<file path="config.mk">
export PLATFORM = sky130hd
export DESIGN_NAME = dmac_serial_div
export DESIGN_NICKNAME = d
export VERILOG_FILES = /design/src/design/dmac_pkg.sv /design/src/design/dmac_serial_div.sv
export SDC_FILE = /design/constraint.sdc
export NUM_CORES = 1
export LEC_CHECK = 0
export BUFFER_PORTS_ARGS = -buffer_cell sky130_fd_sc_hd__buf_4
export CORE_ASPECT_RATIO = 0.7
export CORE_MARGIN = 10
export CORE_UTILIZATION = 51
export CTS_CLUSTER_DIAMETER = 150
export DETAILED_ROUTE_END_ITERATION = 16
export PLACE_DENSITY = 0.74
export SLEW_MARGIN = 20
export SYNTH_ARGS = -nofsm -noshare
export SYNTH_HDL_FRONTEND = slang
export SYNTH_SLANG_ARGS = --single-unit
</file>
<file path="constraint.sdc">
create_clock -name clk -period 6.4 [get_ports clk]
set_clock_uncertainty 0.15 [all_clocks]
set_input_delay 1.28 -clock clk [delete_from_list [all_inputs] [get_ports clk]]
set_output_delay 1.28 -clock clk [all_outputs]
set_load 0.02 [all_outputs]
</file>
<file path="src/design/dmac_pkg.sv">
// Shared constants, types and state codes for the moving average crossover unit.
package dmac_pkg;

    localparam int MAX_WINDOW = 256;
    localparam int PRICE_BITS = 24;
    localparam int TAG_BITS = 32;
    localparam int LEN_BITS = 9;
    localparam int PTR_BITS = $clog2(MAX_WINDOW);
    localparam int EFF_BITS = PTR_BITS + 1;
    localparam int CMP_BITS = (LEN_BITS > EFF_BITS) ? LEN_BITS : EFF_BITS;
    localparam int SUM_BITS = PRICE_BITS + PTR_BITS;
    localparam int DIGIT_BITS = 2;
    localparam int DIV_CYCLES = (SUM_BITS + DIGIT_BITS - 1) / DIGIT_BITS;
    localparam int DIV_BITS = DIV_CYCLES * DIGIT_BITS;
    localparam int DIV_CNT_BITS = (DIV_CYCLES > 1) ? $clog2(DIV_CYCLES) : 1;
    localparam int CFG_INDEX_BITS = 4;
    localparam int CFG_DATA_BITS = 16;

    localparam logic [CFG_INDEX_BITS-1:0] REG_SHORT_LEN = CFG_INDEX_BITS'(0);
    localparam logic [CFG_INDEX_BITS-1:0] REG_LONG_LEN = CFG_INDEX_BITS'(1);

    localparam logic [LEN_BITS-1:0] SHORT_LEN_RESET = LEN_BITS'(50);
    localparam logic [LEN_BITS-1:0] LONG_LEN_RESET = LEN_BITS'(200);

    typedef enum logic [2:0] {
        ST_IDLE,
        ST_READ_SHORT,
        ST_READ_LONG,
        ST_UPDATE,
        ST_START,
        ST_DIV_SHORT,
        ST_DIV_LONG,
        ST_DECIDE
    } state_t;

    typedef struct packed {
        logic restart;
        logic rd_short;
        logic rd_long;
        logic update;
    } win_ctl_t;

    typedef struct packed {
        logic full;
    } win_stat_t;

endpackage

</file>
<file path="src/design/dmac_serial_div.sv">
// Shared restoring divider that retires two quotient bits per cycle.
module dmac_serial_div (
    input  logic                          clk,
    input  logic                          rst_n,
    input  logic                          start,
    input  logic [dmac_pkg::SUM_BITS-1:0] dividend,
    input  logic [dmac_pkg::EFF_BITS-1:0] divisor,
    output logic                          done,
    output logic [dmac_pkg::SUM_BITS-1:0] quotient,
    output logic [dmac_pkg::EFF_BITS-1:0] remainder
);

    logic [dmac_pkg::DIV_BITS-1:0]     work_reg;
    logic [dmac_pkg::DIV_BITS-1:0]     work_next;
    logic [dmac_pkg::EFF_BITS-1:0]     rem_reg;
    logic [dmac_pkg::EFF_BITS-1:0]     rem_next;
    logic [dmac_pkg::EFF_BITS-1:0]     dsr_reg;
    logic [dmac_pkg::DIV_CNT_BITS-1:0] cnt_reg;
    logic                              busy_reg;
    logic                              done_reg;

    // The dividend shifts out of the top of the work register while quotient
    // bits shift in at the bottom.
    always_comb
    begin
        logic [dmac_pkg::EFF_BITS:0] trial;
        work_next = work_reg;
        rem_next = rem_reg;
        for (int i = 0; i < dmac_pkg::DIGIT_BITS; i++)
        begin
            trial = {rem_next, work_next[dmac_pkg::DIV_BITS-1]};
            work_next = {work_next[dmac_pkg::DIV_BITS-2:0], 1'b0};
            if (trial >= {1'b0, dsr_reg})
            begin
                trial = trial - {1'b0, dsr_reg};
                work_next[0] = 1'b1;
            end
            rem_next = trial[dmac_pkg::EFF_BITS-1:0];
        end
    end

    always_ff @(posedge clk or negedge rst_n)
    begin
        if (!rst_n)
        begin
            busy_reg <= 1'b0;
            done_reg <= 1'b0;
            cnt_reg <= '0;
        end
        else if (start)
        begin
            busy_reg <= 1'b1;
            done_reg <= 1'b0;
            cnt_reg <= '0;
        end
        else if (busy_reg)
        begin
            cnt_reg <= cnt_reg + 1'b1;
            if (cnt_reg == dmac_pkg::DIV_CNT_BITS'(dmac_pkg::DIV_CYCLES - 1))
            begin
                busy_reg <= 1'b0;
                done_reg <= 1'b1;
            end
        end
        else
        begin
            done_reg <= 1'b0;
        end
    end

    always_ff @(posedge clk)
    begin
        if (start)
        begin
            work_reg <= dmac_pkg::DIV_BITS'(dividend);
            rem_reg <= '0;
            dsr_reg <= divisor;
        end
        else if (busy_reg)
        begin
            work_reg <= work_next;
            rem_reg <= rem_next;
        end
    end

    assign done = done_reg;
    assign quotient = work_reg[dmac_pkg::SUM_BITS-1:0];
    assign remainder = rem_reg;

endmodule

</file>
==> results.tsv, run 1 <==
stage	metric	value	unit
run_status	status	finished clean	
logic_synthesis	synth_edf_count	41	
logic_synthesis	syn_inst	296	
die	rows	24	
clock_tree	htreeDepth	2	
die	initial_core_util	54.0	%
setup_path	worst_setup_path_start_kind	flop	
run	maxCapViolCount	0	
final_layout	final_core_util	65.4	%
setup_path	critPathArrivalTime	4980	ps
route	dr.pass1.iters	5	
clock_tree	cts.path.max_buffers	2	
route	avgViaCountPerCell	5.86	
final_layout	largest_reg_flops	32	
clock_tree	cts_root_buf	clkbuf_8	
clock_tree	cts_resized	0	
sta	rsz0062_at_grt	no	
route	drc	0	
sta	fin_crit	4920	ps
die	pin_count	86	
die	die_w	118	um
clock_tree	postCtsSetupBuffers	0	
setup_path	worst_path_largest_cell_delay	780	ps
global_route	track_usage	16.0	%
sta	slew_headroom	39.6	%
clock_tree	clkSlewWorstSetupHoldPaths	100	ps
logic_synthesis	ys_types	62	
logic_synthesis	ys_seq_area_share	45.2	%
clock_tree	clk_latency	310	ps
route	vias	2730	
global_route	antenna_found_initial	0	
route	drt_iter0_markers	354	
place	hpwl	6810	um
power	power.density	419	nW/um2
clock_tree	postCtsHoldBufs	0	
die	die_y	88.9	um
min_path	min_path_type	reg2reg	
power	cellLeakagePower	1.82	nW
final_layout	layout_common_cells	buf_4, edfxtp_1, mux2_2, inv_1, ha_1	
clock_tree	clkSinkCount	56	
global_route	grt_pass1_wl	13800	um
sta	tightestPinTransition	905	ps
final_layout	final_nets	439	
route	wl_per_cell	19.2	um
sta	max_clock_freq	203	MHz
die	core-area	6400	um2
logic_synthesis	avgSynthCellArea	11.7	um2
logic_synthesis	ys.flop_type	edfxtp_1	
logic_synthesis	synthArstFlopShare	10.7	%
logic_synthesis	synth-seq-cells	56	
sta	drv_slew	0	
setup_path	path_cells	inv_1 > ha_1 > inv_1 > fa_1 > a211oi_4 > o21ai_2 > a211oi_2 > mux2_4 > ha_1 > a21oi_1 > a21oi_1 > o21ai_0 > and2_1 > o2111ai_1 > a311oi_1	
logic_synthesis	ys_warn_count	0	
sta	final-hold-violation-count	0	
final_layout	fillers	528	
place	gp_congestion	0.873	
global_route	grt_pass1_vias	2681	
setup_path	critPathCaptureType	flop	
final_layout	areaGrowthSynthToFinish	21.1	%
route	ant_nets	0	
clock_tree	cts_buffers	5	
final_layout	antennaDiodeCount	0	
route	wl	8930	um
power	vdd_drop_max	200	uV
final_layout	layout_commonest_cell	buf_4	
sta	setup_viol	0	
die	dieArea	10500	um2
setup_path	path_class	reg2reg	
sta	setup_tns	0	ps
sta	final.period_utilization	76.8	%
setup_path	crit_fanout	11	
setup_path	critPathSlowestCell	a211oi_2	
logic_synthesis	synth_area	3460	um2
setup_path	required	6460	ps
global_route	grt_start_max_net_pins	60	
place	port_buffers	85	
global_route	overflow	0	
clock_tree	cts_tree	yes	
final_layout	drive_gt1_share	36.8	%
logic_synthesis	syn_nets	361	
worst paths after layout:
path / from / endpoint / slack, ps / cells after the start
max: quotient[31]$_DFFE_PP_ / remainder[8]$_SDFFE_PP0P_ / 1480 / 15
min: remainder[8]$_SDFFE_PP0P_ / remainder[8]$_SDFFE_PP0P_ / 400 / 2
max reg2reg: quotient[31]$_DFFE_PP_ / remainder[8]$_SDFFE_PP0P_ / 1480 / 15
min reg2reg: remainder[8]$_SDFFE_PP0P_ / remainder[8]$_SDFFE_PP0P_ / 400 / 2
max in group asynchronous: rst_n / cnt_reg[2]$_DFFE_PN0P_ / 5380 / 1
min in group asynchronous: rst_n / cnt_reg[1]$_DFFE_PN0P_ / 600 / 1
where the power goes:
group          switching [mW]  internal (mW)  leakage (nW)
sequential             0.0477          0.458         0.577
combinational           0.590          0.451          1.19
clock                   0.126         0.0790        0.0485
total                   0.764          0.988          1.82
final cells by class:
type / instances / area [um2] / area share [%]
clock buffer: 5 / 68.8 / 1.64
clock inverter: 3 / 22.5 / 0.538
inverter: 19 / 71.3 / 1.70
multi-input combinational: 207 / 1710 / 40.8
sequential: 56 / 1560 / 37.3
tap: 91 / 114 / 2.72
timing repair buffer: 85 / 638 / 15.3
routing by layer:
layer  wire length (um)  track usage [%]  up-vias
met5                  0                0        -
met3                633             3.63       12
met1               4120             22.7     1302
met2               4100             24.9      133
li1                   -                -     1283
met4                 82             2.65        0
per-stage QoR:
step | power (mW) | std cells | hold WS [ps] | worst slack, ps | cell area (um2)
finish | 1.75 | 466 | 402 | 1480 | 4180
global route | 1.87 | 466 | 433 | 1130 | 4180
CTS | 1.74 | 466 | 393 | 1520 | 4180
detailed placement | 1.53 | 458 | 377 | 1550 | 4090
global placement | 1.50 | 458 | 367 | 1780 | 4090
floorplan | 1.27 | 296 | 355 | 2230 | 3460
cell families (layout without fill, tap and decap cells):
family / after synthesis / in the layout / synth area share [%]
AO/OA/AOI/OAI: 69 / 69 / 15.5
XOR/XNOR: 8 / 8 / 2.03
adder cells (fa/ha/maj): 21 / 21 / 8.04
buffers and inverters: 33 / 112 / 5.39
flip-flops: 56 / 56 / 45.2
multiplexers: 39 / 39 / 12.9
AND/OR/NAND/NOR: 70 / 70 / 11.0
cells in the mapped netlist (all sizes together), types with 2 or more instances:
cell	number	area, um2
a311oi	7	61.3
mux2i	3	30.0
inv	19	71.3
nand4	6	37.5
buf	11	101
nor3	3	15.0
nor3b	2	15.0
dfrtp	6	150
a21oi	12	60.1
fa	2	40.0
xnor2	2	17.5
nand2b	2	12.5
a21o	5	37.5
o21ai	11	58.8
mux2	36	417
nand3	11	55.1
nand2	7	26.3
or3	3	18.8
or2	2	12.5
a221oi	2	17.5
clkbuf	3	13.8
dfxtp	9	180
o21a	4	30.0
xor2	6	52.6
o2111ai	3	43.8
a211o	2	17.5
nor2	17	63.8
o21bai	2	15.0
a21boi	2	15.0
ha	19	238
o211ai	5	37.5
and3	4	30.0
o221ai	2	17.5
nor2b	6	37.5
a211oi	2	32.5
edfxtp	41	1230
worst max-delay path, delay by kind of cell, from the launching register on:
kind | cells | cell delay (ps)
compound gates | 8 | 2390
fa+ha+maj | 3 | 950
flops | 1 | 400
simple gates | 1 | 400
mux | 1 | 370
buf+inv | 2 | 160
Power figures use the tool's default switching activity.
==> run 2: changes to the inputs <==
- CORE_UTILIZATION: 51 -> 49
- clock period: 6.4 -> 4.4 ns (I/O delays scaled with it)
==> results.tsv, run 2 (same netlist as run 1, synthesis figures left out) <==
stage	metric	value	unit
power	power.density	640	nW/um2
setup_path	required	4470	ps
power	cellLeakagePower	1.87	nW
setup_path	rr_worst_depth	16	
global_route	met1_usage	22.6	%
route	avgViaCountPerCell	5.64	
global_route	track_usage	16.3	%
setup_path	worst_path_largest_cell_delay	400	ps
run_status	status	finished clean	
final_layout	antennaDiodeCount	0	
die	core-area	6790	um2
run	maxCapViolCount	0	
clock_tree	htreeDepth	2	
route	wl	9180	um
power	vdd_drop_max	295	uV
setup_path	critPathCaptureType	flop	
sta	max_clock_freq	238	MHz
min_path	min_path_type	in2async	
final_layout	final_nets	447	
final_layout	multiInputGateArea	1740	um2
setup_path	cp-startpoint	quotient[31]$_DFFE_PP_	
clock_tree	cts_root_buf	clkbuf_8	
place	port_buffers	85	
route	ant_nets	0	
place	gp_congestion	0.868	
global_route	overflow	0	
global_route	grt_util_met2	24.3	%
place	preCtsSetupSlack	-64.1	ps
global_route	grt_pass1_wl	14500	um
place	dpl.cell_count	467	
sta	drv_slew	0	
setup_path	r2r_start	quotient[31]$_DFFE_PP_	
sta	fin_crit	4200	ps
final_layout	largest_reg_flops	32	
die	die_y	90.3	um
clock_tree	clkSlewWorstSetupHoldPaths	100	ps
global_route	grt_pass1_vias	2687	
final_layout	final_core_util	63.6	%
setup_path	worst_setup_path_start_kind	flop	
final_layout	fillers	560	
route	drc	0	
setup_path	worst_path_most_repeated_cell	inv_1	
sta	final-hold-violation-count	0	
place	hpwl	7050	um
final_layout	finalNonFillerCells	477	
sta	setup_ws	204	ps
final_layout	seq_area	1560	um2
clock_tree	cts_buffers	5	
route	vias	2692	
clock_tree	postCtsHoldBufs	0	
clock_tree	cts_tree	yes	
die	dieArea	10900	um2
die	die_w	120	um
setup_path	r2r_setup_slack	200	ps
clock_tree	clk_latency	310	ps
global_route	antenna_found_initial	0	
die	rows	25	
final_layout	areaGrowthSynthToFinish	25.0	%
sta	final.period_utilization	95.4	%
setup_path	critPathArrivalTime	4270	ps
global_route	grt-busiest-layer	met2	
setup_path	path_class	reg2reg	
sta	slew_headroom	46.8	%
clock_tree	cts.path.max_buffers	2	
setup_path	critPathSlowestCell	edfxtp_1	
sta	rsz0062_at_grt	no	
sta	setup_viol	0	
setup_path	crit_fanout	10	
setup_path	path_cells	inv_1 > ha_1 > inv_1 > fa_2 > a211oi_4 > o21ai_2 > a211oi_2 > buf_6 > mux2_2 > ha_2 > nand3_1 > a21oi_2 > o21ai_1 > and2_4 > a211o_1 > a311oi_1	
sta	setup_tns	0	ps
global_route	grt_use_met3	5.37	%
route	wl_per_cell	19.2	um
die	initial_core_util	50.9	%
final_layout	layout_common_cells	buf_4, edfxtp_1, mux2_2, inv_1	
setup_path	rr_endpoint	remainder[4]$_SDFFE_PP0P_	
clock_tree	clkSinkCount	56	
die	pin_count	86	
final_layout	drive_gt1_share	39.7	%
route	dr.pass1.iters	4	
power	total_power	2.77	mW
final_layout	layout_commonest_cell	buf_4	
route	drt_iter0_markers	229	
sta	tightestPinTransition	798	ps
global_route	grt_start_max_net_pins	59	
==> run 2: changes by cell type in the layout (fill, tap and decap cells not counted), sizes merged <==
cell,before,now
inv,20,19
clkinv,2,0
clkbuf,5,6
bufinv,0,2
buf,85,93
==> run 2: metrics by stage <==
stage	hold slack (ps)	cell area, um2
floorplan	355	3460
global placement	367	4140
detailed placement	371	4140
CTS	206	4280
global route	202	4320
finish	208	4320
==> run 2: worst max-delay path by stage <==
| stage | end | slack (ps) | cells past startpoint |
|---|---|---|---|
| after floorplan | remainder[4]$_SDFFE_PP0P_ | 230 | 17 |
| after detailed placement | remainder[8]$_SDFFE_PP0P_ | -60 | 16 |
| final | remainder[4]$_SDFFE_PP0P_ | 200 | 16 |
| after global placement | remainder[8]$_SDFFE_PP0P_ | 140 | 16 |
| after global routing | remainder[4]$_SDFFE_PP0P_ | 10 | 16 |
| after CTS | remainder[8]$_SDFFE_PP0P_ | -5 | 16 |
==> run 2: cell type report <==
| cell class | instances | share of cell area [%] |
|---|---|---|
| Tap cell | 94 | 2.72 |
| Timing Repair Buffer | 93 | 16.2 |
| Sequential cell | 56 | 36.1 |
| Clock inverter | 2 | 1.39 |
| Multi-Input combinational cell | 207 | 40.2 |
| Inverter | 19 | 1.65 |
| Clock buffer | 6 | 1.68 |
==> run 2: where the power goes <==
group / total [mW] / internal (mW) / switching, mW / leakage, nW
Sequential: 0.730 / 0.667 / 0.0629 / 0.577
Combinational: 1.64 / 0.725 / 0.911 / 1.23
Clock: 0.399 / 0.228 / 0.172 / 0.0654
Total: 2.77 / 1.62 / 1.15 / 1.87
==> run 2: routing by layer <==
metal | up-vias | routed length [um]
li1 | 1304 | -
met1 | 1297 | 4190
met2 | 86 | 4200
met3 | 5 | 737
met4 | 0 | 42
met5 | - | 0
==> run 2: critical path: cells and delay by family (launching register included) <==
| kind | cells | cell delay [ps] |
|---|---|---|
| buffers and inverters | 3 | 330 |
| AO/OA/AOI/OAI | 7 | 1560 |
| adder cells (fa/ha/maj) | 3 | 930 |
| AND/OR/NAND/NOR | 2 | 360 |
| flip-flops | 1 | 400 |
| multiplexers | 1 | 370 |
==> run 2: repair_timing <==
item	CTS	global route
resized for setup	1	10
pin swaps	0	2
setup buffers	0	2
endpoints found under the setup margin	7	10
==> run 3: changes to the inputs <==
- MAX_ROUTING_LAYER: unset -> met4
- RECOVER_POWER: unset -> 25
==> results.tsv, run 3 (same netlist as run 1, synthesis figures left out) <==
stage	metric	value	unit
final_layout	areaGrowthSynthToFinish	24.1	%
route	avgViaCountPerCell	5.70	
final_layout	layout_common_cells	buf_4, edfxtp_1, mux2_2, inv_1	
clock_tree	clkSinkCount	56	
final_layout	final_nets	447	
sta	final-hold-violation-count	0	
clock_tree	cts_root_buf	clkbuf_8	
die	pin_count	86	
setup_path	critPathCaptureType	flop	
sta	drv_slew	0	
die	initial_core_util	50.9	%
global_route	overflow	0	
final_layout	antennaDiodeCount	0	
global_route	grt_pass1_wl	14400	um
final_layout	drive_gt1_share	37.6	%
run_status	status	finished clean	
die	core-area	6790	um2
global_route	antenna_found_initial	0	
power	power.density	641	nW/um2
final_layout	finalInstanceArea	4290	um2
power	vdd_drop_max	291	uV
setup_path	crit_fanout	10	
die	dieArea	10900	um2
final_layout	layout_commonest_cell	buf_4	
route	drt_iter0_markers	199	
clock_tree	clk_latency	310	ps
run	maxCapViolCount	0	
min_path	min_path_type	in2async	
setup_path	worst_setup_path_start_kind	flop	
final_layout	fillers	572	
place	gp_congestion	0.882	
clock_tree	cts.path.max_buffers	2	
global_route	grt_start_max_net_pins	59	
route	ant_nets	0	
global_route	grt_pass1_vias	2703	
clock_tree	clkSlewWorstSetupHoldPaths	100	ps
final_layout	seq_area	1560	um2
die	die_y	90.3	um
place	hpwl	7050	um
power	total_power	2.75	mW
sta	fin_crit	4200	ps
power	cellLeakagePower	1.84	nW
sta	final.period_utilization	95.4	%
clock_tree	htreeDepth	2	
route	wl_per_cell	19.3	um
place	postPlaceCellArea	4140	um2
sta	max_clock_freq	238	MHz
sta	setup_viol	0	
route	drc	0	
die	die_w	120	um
clock_tree	cts_buffers	5	
sta	slew_headroom	46.6	%
global_route	track_usage	16.7	%
clock_tree	cts_tree	yes	
sta	tightestPinTransition	802	ps
route	vias	2721	
route	dr.pass1.iters	5	
route	wl	9200	um
final_layout	multiInputGateArea	1740	um2
place	port_buffers	85	
sta	rsz0062_at_grt	no	
sta	setup_tns	0	ps
final_layout	largest_reg_flops	32	
setup_path	critPathArrivalTime	4270	ps
setup_path	path_class	reg2reg	
die	rows	25	
setup_path	required	4480	ps
-- run 3: final timing paths --
path | startpoint | to | slack (ps) | cells after the start
hold / removal | rst_n | cnt_reg[2]$_DFFE_PN0P_ | 270 | 1
setup / recovery | quotient[31]$_DFFE_PP_ | remainder[4]$_SDFFE_PP0P_ | 200 | 16
min in group clk | remainder[7]$_SDFFE_PP0P_ | remainder[7]$_SDFFE_PP0P_ | 380 | 2
setup reg to reg | quotient[31]$_DFFE_PP_ | remainder[4]$_SDFFE_PP0P_ | 200 | 16
max in group asynchronous | rst_n | done$_DFFE_PN0P_ | 3580 | 1
hold reg to reg | remainder[7]$_SDFFE_PP0P_ | remainder[7]$_SDFFE_PP0P_ | 380 | 2
-- run 3: cell type report --
class / count / area share, %
clock buffers: 6 / 1.69
clock inverters: 2 / 1.40
inverters: 19 / 1.66
multi-input cells: 207 / 40.4
flip-flops and latches: 56 / 36.4
well taps: 94 / 2.74
repair buffers: 93 / 15.7
-- run 3: critical path, stage by stage, from the launching register on --
cell and delay [ps]:
edfxtp_1 400, inv_1 90, ha_1 160, inv_1 50, fa_2 370, a211oi_4 340
o21ai_2 120, a211oi_2 270, buf_6 190, mux2_2 370, ha_2 400, nand3_1 160
a21oi_2 170, o21ai_1 130, and2_4 200, a211o_1 300, a311oi_1 240
-- run 3: repair_timing --
action                                  in CTS  in global routing
pin swaps                                    0                  2
endpoints found under the setup margin       7                 10
setup buffers                                0                  2
resized for setup                            1                 10
hold buffers                                 0                  0
-- run 3: power by group --
part,switching (mW),internal (mW)
Sequential,0.0631,0.667
Clock,0.173,0.228
Combinational,0.908,0.713
Total,1.14,1.61
-- run 3: stage by stage --
| stage | cells | hold WS, ps | util (%) | setup WS (ps) |
|---|---|---|---|---|
| floorplan | 296 | 355 | - | 229 |
| finish | 477 | 275 | 63.2 | 203 |
| global route | 477 | 310 | 63.2 | 13.4 |
| detailed placement | 467 | 371 | 61.0 | -64.1 |
| global placement | 467 | 367 | 61.0 | 140 |
| CTS | 475 | 206 | 63.0 | -5.40 |
-- run 3: per-layer routing --
layer  GRT usage (%)  routed length, um  share of wire (%)
met4            2.40                 42               0.46
met2            24.2               4150                 45
met1            23.5               4330                 47
met3            3.94                677                7.4
met5               -                  0                  0
